### src/sv/slcs_pkg.sv
// shared types and constants for the sampled call latency monitor
// no dependencies; imported by slcs_mod_unit and sampled_call_latency_stats
package slcs_pkg;

   localparam int THREAD_SLOTS_DEFAULT = 1024;
   localparam int CALL_IDS_DEFAULT     = 512;
   localparam logic [31:0] RATE_AT_RESET = 32'd10;

   typedef enum logic [1:0] {
      REQ_ENTER = 2'd0,
      REQ_EXIT  = 2'd1,
      REQ_READ  = 2'd2,
      REQ_SPARE = 2'd3
   } req_code_type;

   typedef enum logic [2:0] {
      ST_CLEAR,
      ST_IDLE,
      ST_LOOKUP,
      ST_DIVIDE,
      ST_UPDATE
   } state_type;

   typedef struct packed {
      logic [1:0]  req_type;
      logic [9:0]  thread_slot;
      logic [63:0] timestamp;
      logic [8:0]  call_id;
      logic        returned_error;
   } req_data_type;

   typedef struct packed {
      logic        event_taken;
      logic [63:0] calls_done;
      logic [63:0] total_time;
      logic [63:0] max_time;
      logic [63:0] error_count;
      logic [63:0] sampled_total;
   } rsp_data_type;

   typedef struct packed {
      logic [63:0] calls;
      logic [63:0] time_sum;
      logic [63:0] time_max;
      logic [63:0] errors;
   } stat_entry_type;

   // divider handshake with the control sequencer
   typedef struct packed {
      logic done;
   } div_ctrl_type;

endpackage

### src/sv/slcs_mod_unit.sv
// iterative 64 by 32 bit remainder, one quotient bit per cycle
// depends on slcs_pkg
module slcs_mod_unit
   import slcs_pkg::*;
(
   input  logic         clock,
   input  logic         reset,
   input  logic         start,
   input  logic [63:0]  dividend,
   input  logic [31:0]  divisor,
   output div_ctrl_type ctrl,
   output logic         rem_zero
);

   logic [63:0] num_ff, num_in;
   logic [32:0] rem_ff, rem_in;
   logic [31:0] div_ff, div_in;
   logic [6:0]  cnt_ff, cnt_in;
   logic        busy_ff, busy_in;
   logic        done_ff, done_in;
   logic [32:0] shifted;

   // one restoring step per cycle
   always_comb begin
      num_in  = num_ff;
      rem_in  = rem_ff;
      div_in  = div_ff;
      cnt_in  = cnt_ff;
      busy_in = busy_ff;
      done_in = 1'b0;
      shifted = {rem_ff[31:0], num_ff[63]};
      if (start) begin
         num_in  = dividend;
         rem_in  = '0;
         div_in  = divisor;
         cnt_in  = 7'd64;
         busy_in = 1'b1;
      end else if (busy_ff) begin
         num_in = {num_ff[62:0], 1'b0};
         if (shifted >= {1'b0, div_ff}) begin
            rem_in = shifted - {1'b0, div_ff};
         end else begin
            rem_in = shifted;
         end
         cnt_in = cnt_ff - 7'd1;
         if (cnt_ff == 7'd1) begin
            busy_in = 1'b0;
            done_in = 1'b1;
         end
      end
   end

   always_ff @(posedge clock) begin
      num_ff <= num_in;
      rem_ff <= rem_in;
      div_ff <= div_in;
      if (reset) begin
         cnt_ff  <= '0;
         busy_ff <= 1'b0;
         done_ff <= 1'b0;
      end else begin
         cnt_ff  <= cnt_in;
         busy_ff <= busy_in;
         done_ff <= done_in;
      end
   end

   assign ctrl.done  = done_ff;
   assign rem_zero   = (rem_ff == '0);

endmodule

### config.mk
export PLATFORM = sky130hd
export DESIGN_NAME = slcs_mod_unit
export DESIGN_NICKNAME = d
export VERILOG_FILES = /design/src/sv/slcs_pkg.sv /design/src/sv/slcs_mod_unit.sv
export SDC_FILE = /design/constraint.sdc
export NUM_CORES = 1
export LEC_CHECK = 0
export BUFFER_PORTS_ARGS = -buffer_cell sky130_fd_sc_hd__buf_4
export CAP_MARGIN = 20
export CORE_MARGIN = 2
export CORE_UTILIZATION = 55
export DETAILED_ROUTE_END_ITERATION = 8
export GPL_TIMING_DRIVEN = 1
export PLACE_DENSITY_LB_ADDON = 0.25
export SLEW_MARGIN = 20
export SYNTH_ARGS = -nofsm -noshare
export SYNTH_HDL_FRONTEND = slang
export SYNTH_SLANG_ARGS = --single-unit
### constraint.sdc
create_clock -name clock -period 3.6 [get_ports clock]
set_clock_uncertainty 0.05 [all_clocks]
set_input_delay 0.54 -clock clock [delete_from_list [all_inputs] [get_ports clock]]
set_output_delay 0.54 -clock clock [all_outputs]
set_load 0.05 [all_outputs]
# [Yosys cells after proc, flatten, opt, wreduce, memory -nomap -nowiden]
# Index checks and enable logic that the tools add are counted.
[word_totals] input_bits=99 ff_bits=138 elab_cells=25 out_inout_bits=2
[op_classes] magnitude_cmp=1 muxes=9 n_addsub=2 bitwise=1 n_eq_ne=1 n_reduce_logical=4
[ops] op="$mux 64" count=2
[ops] op="$ge 33x32->1" count=1
[ops] op="$logic_not 33->1" count=1
[ops] op="$mux 33" count=1
[ops] op="$sub 33x32->33" count=1
[ops] op="$mux 7" count=2
[ops] op="$eq 7x1->1 const B" count=1
[ops] op="$sub 7x1->7 const B" count=1
[ops] op="$mux 1" count=4
[ops] op="$reduce_or 3->1" count=1
[ops] op="$reduce_bool 2->1" count=1
[ops] op="$reduce_or 2->1" count=1
[ops] op="$not 1->1" count=1

# [Logic depth before layout (Yosys ltp)]
# Gate-level depths: netlist of the first run.
[logic_depth] ltp_word=4 ltp_mapped=14 ltp_nobuf=13

# [Least setup slack after synthesis of the first run]
# No wires, ideal clock.
[synth_timing] path_type="register to register" startpoint="register num_ff[63]" endpoint="register rem_ff[26]" arrival_time_ps=2805 required_time_ps=3428 path_stages_with_launch=14 slack_ps=623 cell_sequence="edfxtp_1 -> inv_1 -> ha_1 -> inv_1 -> fa_1 -> a211oi_1 -> o21ai_1 -> a21oi_1 -> o31a_1 -> o221ai_2 -> a21o_1 -> nor4b_1 -> nor4_1 -> a221o_1"
[synth_between] elab_chain_len=2
[synth_rtl] element="start, declared" line="slcs_mod_unit.sv:15" source="logic [63:0] num_ff, num_in;"
[synth_rtl] element="start signal, assigned" line="slcs_mod_unit.sv:54" source="num_ff <= num_in;"
[synth_rtl] element="$sub 33x32->33 or $ge 33x32->1 (tied branches)" line="slcs_mod_unit.sv:41, slcs_mod_unit.sv:40"
[synth_rtl] element="$mux 33 *" line="slcs_mod_unit.sv:40" source="if (shifted >= {1'b0, div_ff}) begin"
[synth_rtl] element="end signal, assigned" line="slcs_mod_unit.sv:55" source="rem_ff <= rem_in;"
[synth_rtl] element="end, declared" line="slcs_mod_unit.sv:16" source="logic [32:0] rem_ff, rem_in;"
# Every way passes the cells marked *; elsewhere a longest branch is shown, timed or not.
# A chain may end at the register's enable or synchronous reset.

# [Final worst setup path of the first run]
# Same ends and word-level chain as after synthesis.

==> results.json, run 1 <==
{
  "final-setup-viol-count": 0,
  "drt-initial-drc-count": 382,
  "mappedNetlistArea_sq_um": 7506,
  "worstSetupStartpoint": "num_ff[63]$_DFFE_PP_",
  "synth_flop_cell": "edfxtp_1",
  "dieWidth_microns": 120.8,
  "timing_worst_slew_pin_value_ns": 0.8209,
  "finish.instance_area_sq_um": 9025,
  "areal_power_density_over_the_cells_nw_per_um2": 494.7,
  "ctsHtreeMaxLevel": 4,
  "num-nets-final": 921,
  "post_cts.repair.setup_buffers": 0,
  "post_synthesis_cell_count": 694,
  "number_of_synthesized_flops_with_an_enable_pin": 96,
  "crit_path_max_fanout": 5,
  "floorplan.rows": 42,
  "design.core.area_sq_um": 13300,
  "pwr_total_mw": 4.464,
  "p_leak_nw": 3.770,
  "synth_async_sr_flop_share_pct": 0,
  "reg2reg_from": "num_ff[63]$_DFFE_PP_",
  "run_status": "finished, final reports clean",
  "maxSlewViolCount": 0,
  "clk-insertion-delay-late_ns": 0.42,
  "hold-path-cell-count": 1,
  "timing.hold.worst.start": "divisor[25]",
  "path_cells": "inv_1 -> ha_1 -> inv_1 -> fa_1 -> a211oi_1 -> o21ai_1 -> a21oi_2 -> o31a_1 -> o221ai_2 -> a21o_1 -> nor4b_1 -> nor4_1 -> a221o_1",
  "clock_tree_from_tritoncts": "yes",
  "ff_to_ff_path_depth": 13,
  "grt_antenna_before_repair": 0,
  "cts_sinks": 138,
  "placed_insts": 944,
  "timing.max_cap.violations": 0,
  "clk_root_buffer_cell": "clkbuf_16",
  "finalWirelength_microns": 16810,
  "postLayoutCoreUtil_pct": 67.88,
  "final_layout_size_suffix_gt1_share_pct": 26.75,
  "post_synth_num_cell_types": 63,
  "grt_setup_unrepaired": "false",
  "start_kind": "flop",
  "top_ports": 101,
  "route.detailed.wl_per_inst_microns": 17.22,
  "floorplan.initialDensity_pct": 56.46,
  "pre_cts_slack_ns": 0.1851,
  "placed_cell_area_sq_um": 8399,
  "clockBufferDepth": 2,
  "post_route_minimum_period_ns": 3.416,
  "globalRouteOverflowTotal": 0,
  "hold_viol": 0,
  "critical_path_arrival_ns": 3.68,
  "cp.required_ns": 3.86,
  "timing.slew.headroom_pct": 45.27,
  "synth-seq-area-share_pct": 49.61,
  "hold_ws_ns": 0.2388,
  "critPathMostFrequentCell": "inv_1",
  "grt_max_degree": 65,
  "timing.critical_path.slowest_stage_cell": "fa_1",
  "clk_transition_reported_paths_ns": 0.06,
  "synth.ff_latch_count": 138,
  "finish.cell_count_without_fillers": 976,
  "buf_inv_stages_crit_path": 2,
  "irDropWorstVdd_v": 0.0005228,
  "io_buffers": 100,
  "worstHoldPathType": "in2reg",
  "routed_via_density": 5.778,
  "crit_family": "compound AO/OA/AOI/OAI gates",
  "via_count_of_the_first_global_routing_pass": 5719,
  "gr-usage-all-layers_pct": 24.19,
  "hpwlAfterDp_microns": 11790,
  "critical-path-max-stage-delay_ns": 0.42,
  "clock.fmax_mhz": 292.7,
  "area_growth_pct": 20.24,
  "die_y_microns": 120.8,
  "antennaDiodeCount": 0,
  "setup.worst_path.class": "reg2reg",
  "final.setup.tns_ns": 0,
  "gp_routability_congestion": 0.9290,
  "grt_pass1_wl_microns": 27680,
  "timing.reg2reg.setup_slack_ns": 0.18,
  "syn-num-nets": 828,
  "die_area_sq_um": 14600,
  "min_period_over_period_pct": 94.89,
  "syn_avg_cell_area_sq_um": 10.82,
  "route.vias.total": 5639,
  "drt_pass1_iterations": 5,
  "timing.final.ws_setup_ns": 0.1838,
  "worst-path-stages": 13,
  "ys.warnings.count": 0,
  "end_kind": "flop",
  "antenna_left": 0,
  "drc": 0,
  "cts-buffers-inserted": 17
}
==> power breakdown <==
part	switching [mW]	leakage, nW	internal, mW	total (mW)
registers	0.0597	1.30	1.85	1.91
clock network	0.666	0.299	1.18	1.85
logic	0.377	2.17	0.325	0.702
total	1.10	3.77	3.36	4.46
==> flip-flops by register name (all words and copies together) (netlist names) <==
register	flops
ctrl	1
cnt_ff	7
busy_ff	1
num_ff	64
rem_ff	33
div_ff	32
==> final timing paths <==
kind / endpoint
worst max register to register: rem_ff[26]$_SDFFE_PP0P_
worst min register to register: cnt_ff[1]$_SDFFE_PP0P_
worst max-delay path: rem_ff[26]$_SDFFE_PP0P_
worst min-delay path: div_ff[25]$_DFFE_PP_
==> area by class of cell <==
| cell class | count | area, sq um |
|---|---|---|
| multi-input combinational | 474 | 3448 |
| clock buffer | 22 | 454.2 |
| timing repair buffer | 110 | 838.3 |
| sequential | 138 | 3724 |
| tap | 176 | 220.2 |
| inverter | 46 | 172.7 |
| clock inverter | 10 | 167.7 |
| fill | 967 | 4270 |
==> cells by family (layout without fill, tap and decap cells) <==
family                     count (synthesis)  count (layout)  synth area share, %
xor gates and xnor gates                  32              32                3.734
and+or+nand+nor                          174             174                10.92
DFF                                      138             138                49.61
adders and majority gates                 35              35                5.934
AOI/OAI and AO/OA                        163             163                14.80
muxes                                     70              70                10.39
buffers and inverters                     82             188                4.617
==> placed cells by master, fill, tap and decap left out, types with 5 or more instances in the layout <==
| cell | n |
|---|---|
| nor3_1 | 11 |
| o21a_1 | 5 |
| nand3_1 | 8 |
| nor4_1 | 11 |
| xor2_1 | 16 |
| a21oi_1 | 43 |
| o21bai_1 | 6 |
| inv_1 | 45 |
| mux2i_1 | 7 |
| a211oi_1 | 22 |
| mux2_2 | 63 |
| dfxtp_1 | 42 |
| nor2_1 | 73 |
| and2_1 | 5 |
| a22oi_1 | 6 |
| xnor2_1 | 16 |
| nand4_1 | 8 |
| buf_4 | 109 |
| o21ai_0 | 20 |
| a31oi_1 | 9 |
| ha_1 | 34 |
| edfxtp_1 | 96 |
| nand2_1 | 32 |
| clkbuf_16 | 17 |
| a21o_1 | 18 |
==> cell usage after synthesis (all sizes together) (12+ instances only) <==
cell | count | area share (%)
a21oi | 45 | 3.1
nor3 | 12 | 0.87
nor2 | 73 | 3.7
a211oi | 24 | 2.5
o21ai | 22 | 1.5
a21o | 18 | 1.8
inv | 46 | 2.3
nand2 | 32 | 1.6
xnor2 | 16 | 1.9
dfxtp | 42 | 11
mux2 | 63 | 9.5
xor2 | 16 | 1.9
ha | 34 | 5.7
edfxtp | 96 | 38
clkbuf | 25 | 1.3
==> timing repair <==
action | 4_1_cts | 5_1_grt
endpoints found under the setup margin | 0 | 1
hold buffers | 0 | 0
resized for setup | 0 | 1
==> per-layer routing <==
| layer | GRT usage [%] | part of all wire [%] | wire (microns) |
|---|---|---|---|
| met3 | 8.113 | 7.7 | 1294 |
| met5 | 0 | 0 | 0 |
| met1 | 29.36 | 42 | 7143 |
| met2 | 39.57 | 48 | 8008 |
| met4 | 9.738 | 2.2 | 362 |
Note: power is estimated with default switching activity, not from simulation.
==> run 2: changes to the inputs <==
--- a/config.mk
+++ b/config.mk
@@ -5,11 +5,10 @@
 export SDC_FILE = /design/constraint.sdc
 export NUM_CORES = 1
 export LEC_CHECK = 0
-export BUFFER_PORTS_ARGS = -buffer_cell sky130_fd_sc_hd__buf_4
-export CAP_MARGIN = 20
 export CORE_MARGIN = 2
 export CORE_UTILIZATION = 55
 export DETAILED_ROUTE_END_ITERATION = 8
+export DONT_BUFFER_PORTS = 1
 export GPL_TIMING_DRIVEN = 1
 export PLACE_DENSITY_LB_ADDON = 0.25
 export SLEW_MARGIN = 20
==> results.json, run 2 (same netlist as run 1, synthesis figures left out) <==
{
  "end_kind": "flop",
  "multi_input_area_sq_um": 3453,
  "final.setup.tns_ns": 0,
  "hpwlAfterDp_microns": 10710,
  "cp.required_ns": 3.85,
  "grt_antenna_before_repair": 0,
  "clock.fmax_mhz": 298.3,
  "path_cells": "inv_1 -> ha_1 -> inv_1 -> fa_1 -> a211oi_1 -> o21ai_1 -> a21oi_2 -> o31a_1 -> o221ai_2 -> a21o_1 -> nor4b_1 -> nor4_1 -> a221o_1",
  "postCtsHoldBufs": 0,
  "mostFrequentLayoutCell": "edfxtp_1",
  "switching_share_pct": 25.49,
  "clock_tree_from_tritoncts": "yes",
  "cts-buffers-inserted": 17,
  "irDropWorstVdd_v": 0.0004475,
  "ff_to_ff_path_depth": 13,
  "routed_via_density": 6.016,
  "finish.instance_area_sq_um": 8200,
  "clk_root_buffer_cell": "clkbuf_16",
  "drt_pass1_iterations": 5,
  "reg2reg_from": "num_ff[63]$_DFFE_PP_",
  "route.vias.total": 5240,
  "drt-initial-drc-count": 413,
  "layout_common_cells": "96 x edfxtp_1, 73 x nor2_1, 63 x mux2_2, 45 x inv_1, 43 x a21oi_1",
  "p_leak_nw": 3.251,
  "power_frac_seq_pct": 45.6,
  "globalRouteOverflowTotal": 0,
  "gp_routability_congestion": 0.9573,
  "antenna_left": 0,
  "worstHoldPathType": "in2reg",
  "critical_path_arrival_ns": 3.61,
  "top_ports": 101,
  "route.detailed.wl_per_inst_microns": 17.94,
  "ctsHtreeMaxLevel": 4,
  "timing.hold.worst.start": "reset",
  "via_count_of_the_first_global_routing_pass": 5304,
  "hold_viol": 0,
  "start_kind": "flop",
  "die_y_microns": 120.8,
  "largestRegisters": "num_ff (64), rem_ff (33), div_ff (32)",
  "setup.worst_path.class": "reg2reg",
  "clockPowerShare_pct": 40.4,
  "num-nets-final": 817,
  "area_growth_pct": 9.251,
  "floorplan.initialDensity_pct": 56.46,
  "crit_path_max_fanout": 5,
  "final_layout_size_suffix_gt1_share_pct": 16.40,
  "areal_power_density_over_the_cells_nw_per_um2": 512.0,
  "floorplan.rows": 42,
  "min_period_over_period_pct": 93.13,
  "clk-insertion-delay-late_ns": 0.42,
  "timing.final.ws_setup_ns": 0.2474,
  "post_route_minimum_period_ns": 3.353,
  "grt_pass1_wl_microns": 25830,
  "grt_setup_unrepaired": "false",
  "seq_area_sq_um": 3724,
  "die_area_sq_um": 14600,
  "combPwrFrac_pct": 14.0,
  "critPathMostFrequentCell": "inv_1",
  "io_buffers": 0,
  "grt_max_degree": 124,
  "max_flop_register": "num_ff",
  "critical-path-max-stage-delay_ns": 0.42,
  "drc": 0,
  "placed_cell_area_sq_um": 7624,
  "timing.critical_path.slowest_stage_cell": "fa_1",
  "cts_sinks": 138,
  "timing.max_cap.violations": 0,
  "switchingPower_mw": 1.070,
  "gr-usage-all-layers_pct": 22.40,
  "maxSlewViolCount": 0,
  "hold-path-cell-count": 1,
  "fillerInstances": 1063,
  "final-setup-viol-count": 0,
  "antennaDiodeCount": 0,
  "whs_endpoint": "cnt_ff[6]$_SDFFE_PP0P_",
  "run_status": "finished, final reports clean",
  "finalWirelength_microns": 15630,
  "clockBufferDepth": 2,
  "largest_reg_flops": 64,
  "timing_worst_slew_pin_value_ns": 0.9561,
  "power_report.internal_total_mw": 3.128,
  "dieWidth_microns": 120.8,
  "timing.reg2reg.setup_slack_ns": 0.25,
  "pre_cts_slack_ns": 0.2733,
  "critical_path.reg2reg.endpoint": "rem_ff[26]$_SDFFE_PP0P_",
  "clk_transition_reported_paths_ns": 0.06,
  "design.core.area_sq_um": 13300,
  "timing.slew.headroom_pct": 35.91
}
==> run 2: cell types whose count changed in the layout (fill, tap and decap cells not counted), sizes merged <==
cell,delta
buf,-104
clkbuf,-5
clkinv,+3
bufinv,-2
inv,+2
clkinvlp,+1
==> run 2: repair_timing <==
action | CTS | global route
setup endpoints to repair | 0 | 1
resized for setup | 0 | 1
hold endpoints to repair | 0 | 0
setup buffers | 0 | 0
==> run 2: worst max path at each step <==
stage | from | cells after the start | end
after detailed placement | num_ff[63]$_DFFE_PP_ | 13 | rem_ff[26]$_SDFFE_PP0P_
final | num_ff[63]$_DFFE_PP_ | 13 | rem_ff[26]$_SDFFE_PP0P_
after CTS | num_ff[63]$_DFFE_PP_ | 13 | rem_ff[26]$_SDFFE_PP0P_
after global routing | num_ff[63]$_DFFE_PP_ | 13 | rem_ff[26]$_SDFFE_PP0P_
after floorplan | num_ff[63]$_DFFE_PP_ | 13 | rem_ff[26]$_SDFFE_PP0P_
after global placement | num_ff[63]$_DFFE_PP_ | 13 | rem_ff[26]$_SDFFE_PP0P_
==> run 2: final cells by class <==
cell class / instances / area share [%]
tap: 176 / 2.685
clock buffer: 17 / 5.188
sequential: 138 / 45.41
inverter: 46 / 2.106
multi-input combinational: 474 / 42.11
timing repair buffer: 6 / 0.7019
clock inverter: 14 / 1.800
==> run 2: through the flow <==
step / instances / power, mW / utilization, % / hold slack [ns]
floorplan: 694 / 2.412 / - / 0.4025
global placement: 840 / 2.504 / 57.34 / 0.4245
detailed placement: 840 / 2.521 / 57.34 / 0.4247
CTS: 871 / 4.234 / 61.65 / 0.1248
global route: 871 / 4.385 / 61.68 / 0.1166
finish: 871 / 4.199 / 61.68 / 0.1428
==> run 2: worst max-delay path, delay by kind of cell (launching register included) <==
family                   cells  cell delay [ns]
adder cells (fa/ha/maj)      2             0.57
flip-flops                   1             0.38
AND/OR/NAND/NOR              2             0.39
buffers and inverters        2             0.12
AO/OA/AOI/OAI                7             1.73
==> run 2: routing by layer <==
layer	routed length [microns]	global-route usage [%]	up-vias
met5	0	0	-
met4	258	7.267	0
met3	1413	9.151	25
met2	7353	36.06	204
met1	6605	27.37	2476
li1	-	-	2535
==> run 2: power groups by stage <==
stage | logic (mW) | registers, mW | clock network (mW)
2_1_floorplan | 0.486 | 1.93 | 0
3_3_place_gp | 0.562 | 1.94 | 0
3_5_place_dp | 0.575 | 1.95 | 0
4_1_cts | 0.579 | 1.92 | 1.74
5_1_grt | 0.651 | 1.93 | 1.80
6_report | 0.589 | 1.91 | 1.70
==> run 3: changes to the inputs <==
--- a/config.mk
+++ b/config.mk
@@ -5,7 +5,7 @@
 export SDC_FILE = /design/constraint.sdc
 export NUM_CORES = 1
 export LEC_CHECK = 0
-export CORE_MARGIN = 2
+export CORE_MARGIN = 4
 export CORE_UTILIZATION = 55
 export DETAILED_ROUTE_END_ITERATION = 8
 export DONT_BUFFER_PORTS = 1
==> results.json, run 3 (same netlist as run 1, synthesis figures left out) <==
{
  "pre_cts_slack_ns": 0.2149,
  "mostFrequentLayoutCell": "edfxtp_1",
  "crit_path_max_fanout": 5,
  "post_cts.repair.setup_buffers": 0,
  "critPathMostFrequentCell": "inv_1",
  "min_period_over_period_pct": 90.79,
  "hpwlAfterDp_microns": 11090,
  "clk-insertion-delay-late_ns": 0.42,
  "run_status": "finished, final reports clean",
  "area_growth_pct": 9.485,
  "fillerInstances": 1068,
  "grt_pass1_wl_microns": 26170,
  "floorplan.rows": 42,
  "drt_pass1_iterations": 4,
  "clock_tree_from_tritoncts": "yes",
  "power_frac_seq_pct": 45.5,
  "ctsHtreeMaxLevel": 4,
  "placed_insts": 843,
  "timing.reg2reg.setup_slack_ns": 0.33,
  "p_leak_nw": 3.247,
  "buf_inv_stages_crit_path": 2,
  "clk_transition_reported_paths_ns": 0.06,
  "clockPowerShare_pct": 40.4,
  "irDropWorstVdd_v": 0.0005927,
  "io_buffers": 0,
  "layout_common_cells": "96 x edfxtp_1, 73 x nor2_1, 63 x mux2_2, 45 x inv_1, 43 x a21oi_1",
  "antennaDiodeCount": 0,
  "final_layout_size_suffix_gt1_share_pct": 16.74,
  "clockBufferDepth": 2,
  "setup.worst_path.class": "reg2reg",
  "critical_path_arrival_ns": 3.52,
  "final-setup-viol-count": 0,
  "via_count_of_the_first_global_routing_pass": 5222,
  "postCtsHoldBufs": 0,
  "start_kind": "flop",
  "finalWirelength_microns": 15840,
  "timing_worst_slew_pin_value_ns": 0.9538,
  "timing.final.ws_setup_ns": 0.3315,
  "worstHoldPathType": "in2reg",
  "largestRegisters": "num_ff (64), rem_ff (33), div_ff (32)",
  "route.vias.total": 5189,
  "grt_max_degree": 124,
  "max_flop_register": "num_ff",
  "grt_antenna_before_repair": 2,
  "clock.fmax_mhz": 305.9,
  "pwr_total_mw": 4.204,
  "timing.max_cap.violations": 0,
  "routed_via_density": 5.930,
  "cp.required_ns": 3.85,
  "dieWidth_microns": 124.8,
  "drc": 0,
  "drt-initial-drc-count": 372,
  "timing.critical_path.slowest_stage_cell": "fa_1",
  "top_ports": 101,
  "finish.cell_count_without_fillers": 875,
  "switching_share_pct": 25.31,
  "gp_routability_congestion": 0.9458,
  "hold_viol": 0,
  "critical-path-max-stage-delay_ns": 0.43,
  "path_cells": "inv_1 -> ha_1 -> inv_1 -> fa_1 -> a211oi_2 -> o21ai_1 -> a21oi_2 -> o31a_1 -> o221ai_2 -> a21o_1 -> nor4b_1 -> nor4_1 -> a221o_1",
  "maxSlewViolCount": 0,
  "num-nets-final": 820,
  "antenna_left": 0,
  "switchingPower_mw": 1.064,
  "clk_root_buffer_cell": "clkbuf_16",
  "cts_sinks": 138,
  "end_kind": "flop",
  "route.detailed.wl_per_inst_microns": 18.11,
  "postLayoutCoreUtil_pct": 61.81,
  "globalRouteOverflowTotal": 0,
  "die_y_microns": 124.8,
  "design.core.area_sq_um": 13300,
  "combPwrFrac_pct": 14.1,
  "post_route_minimum_period_ns": 3.269,
  "areal_power_density_over_the_cells_nw_per_um2": 511.6,
  "floorplan.initialDensity_pct": 56.46,
  "final.setup.tns_ns": 0,
  "gr-usage-all-layers_pct": 20.76,
  "timing.slew.headroom_pct": 36.07,
  "largest_reg_flops": 64,
  "crit_family": "compound AO/OA/AOI/OAI gates",
  "cts.repair.resized": 0,
  "die_area_sq_um": 15580,
  "power_report.internal_total_mw": 3.140,
  "grt_setup_unrepaired": "false",
  "cts-buffers-inserted": 17
}
## run 3: layout make-up
| cell class | count | area, sq um | area share (%) |
|---|---|---|---|
| Clock inverter | 13 | 142.6 | 1.736 |
| Tap cell | 176 | 220.2 | 2.680 |
| Clock buffer | 19 | 432.9 | 5.268 |
| Timing Repair Buffer | 9 | 67.56 | 0.8222 |
| Inverter | 46 | 172.7 | 2.101 |
| Multi-Input combinational cell | 474 | 3458 | 42.08 |
| Sequential cell | 138 | 3724 | 45.31 |
## run 3: metrics by stage
step / area, sq um / hold slack, ns
6_report: 8218 / 0.1453
5_1_grt: 8218 / 0.1211
4_1_cts: 8209 / 0.1198
3_5_place_dp: 7634 / 0.4341
3_3_place_gp: 7634 / 0.4252
2_1_floorplan: 7506 / 0.4025
## run 3: path summary, 6_finish.rpt
check                                        startpoint                 endpoint  cells after the start
worst max-delay path               num_ff[63]$_DFFE_PP_  rem_ff[26]$_SDFFE_PP0P_                     13
worst min-delay path                              reset   cnt_ff[6]$_SDFFE_PP0P_                      1
worst max register to register     num_ff[63]$_DFFE_PP_  rem_ff[26]$_SDFFE_PP0P_                     13
worst min register to register  rem_ff[10]$_SDFFE_PP0P_  rem_ff[10]$_SDFFE_PP0P_                      2
## run 3: power groups by stage
stage / registers (mW) / clock network [mW] / logic, mW
floorplan: 1.93 / 0 / 0.486
detailed placement: 1.95 / 0 / 0.581
global placement: 1.94 / 0 / 0.574
CTS: 1.92 / 1.75 / 0.585
finish: 1.91 / 1.70 / 0.591
global route: 1.93 / 1.82 / 0.661
## run 3: worst register-to-register path, stage by stage, from the launching register on
cell      delay [ns]
edfxtp_1        0.39
inv_1           0.07
ha_1            0.17
inv_1           0.06
fa_1            0.43
a211oi_2        0.28
o21ai_1         0.14
a21oi_2         0.23
o31a_1          0.26
o221ai_2        0.18
a21o_1          0.26
nor4b_1         0.30
nor4_1          0.10
a221o_1         0.26
## run 3: routing by layer
metal	up-vias	track usage [%]	share of wire [%]
met3	16	8.791	8.0
met5	-	0	0.14
met4	4	5.038	1.0
met1	2471	26.79	44
met2	155	32.57	47
li1	2543	-	-
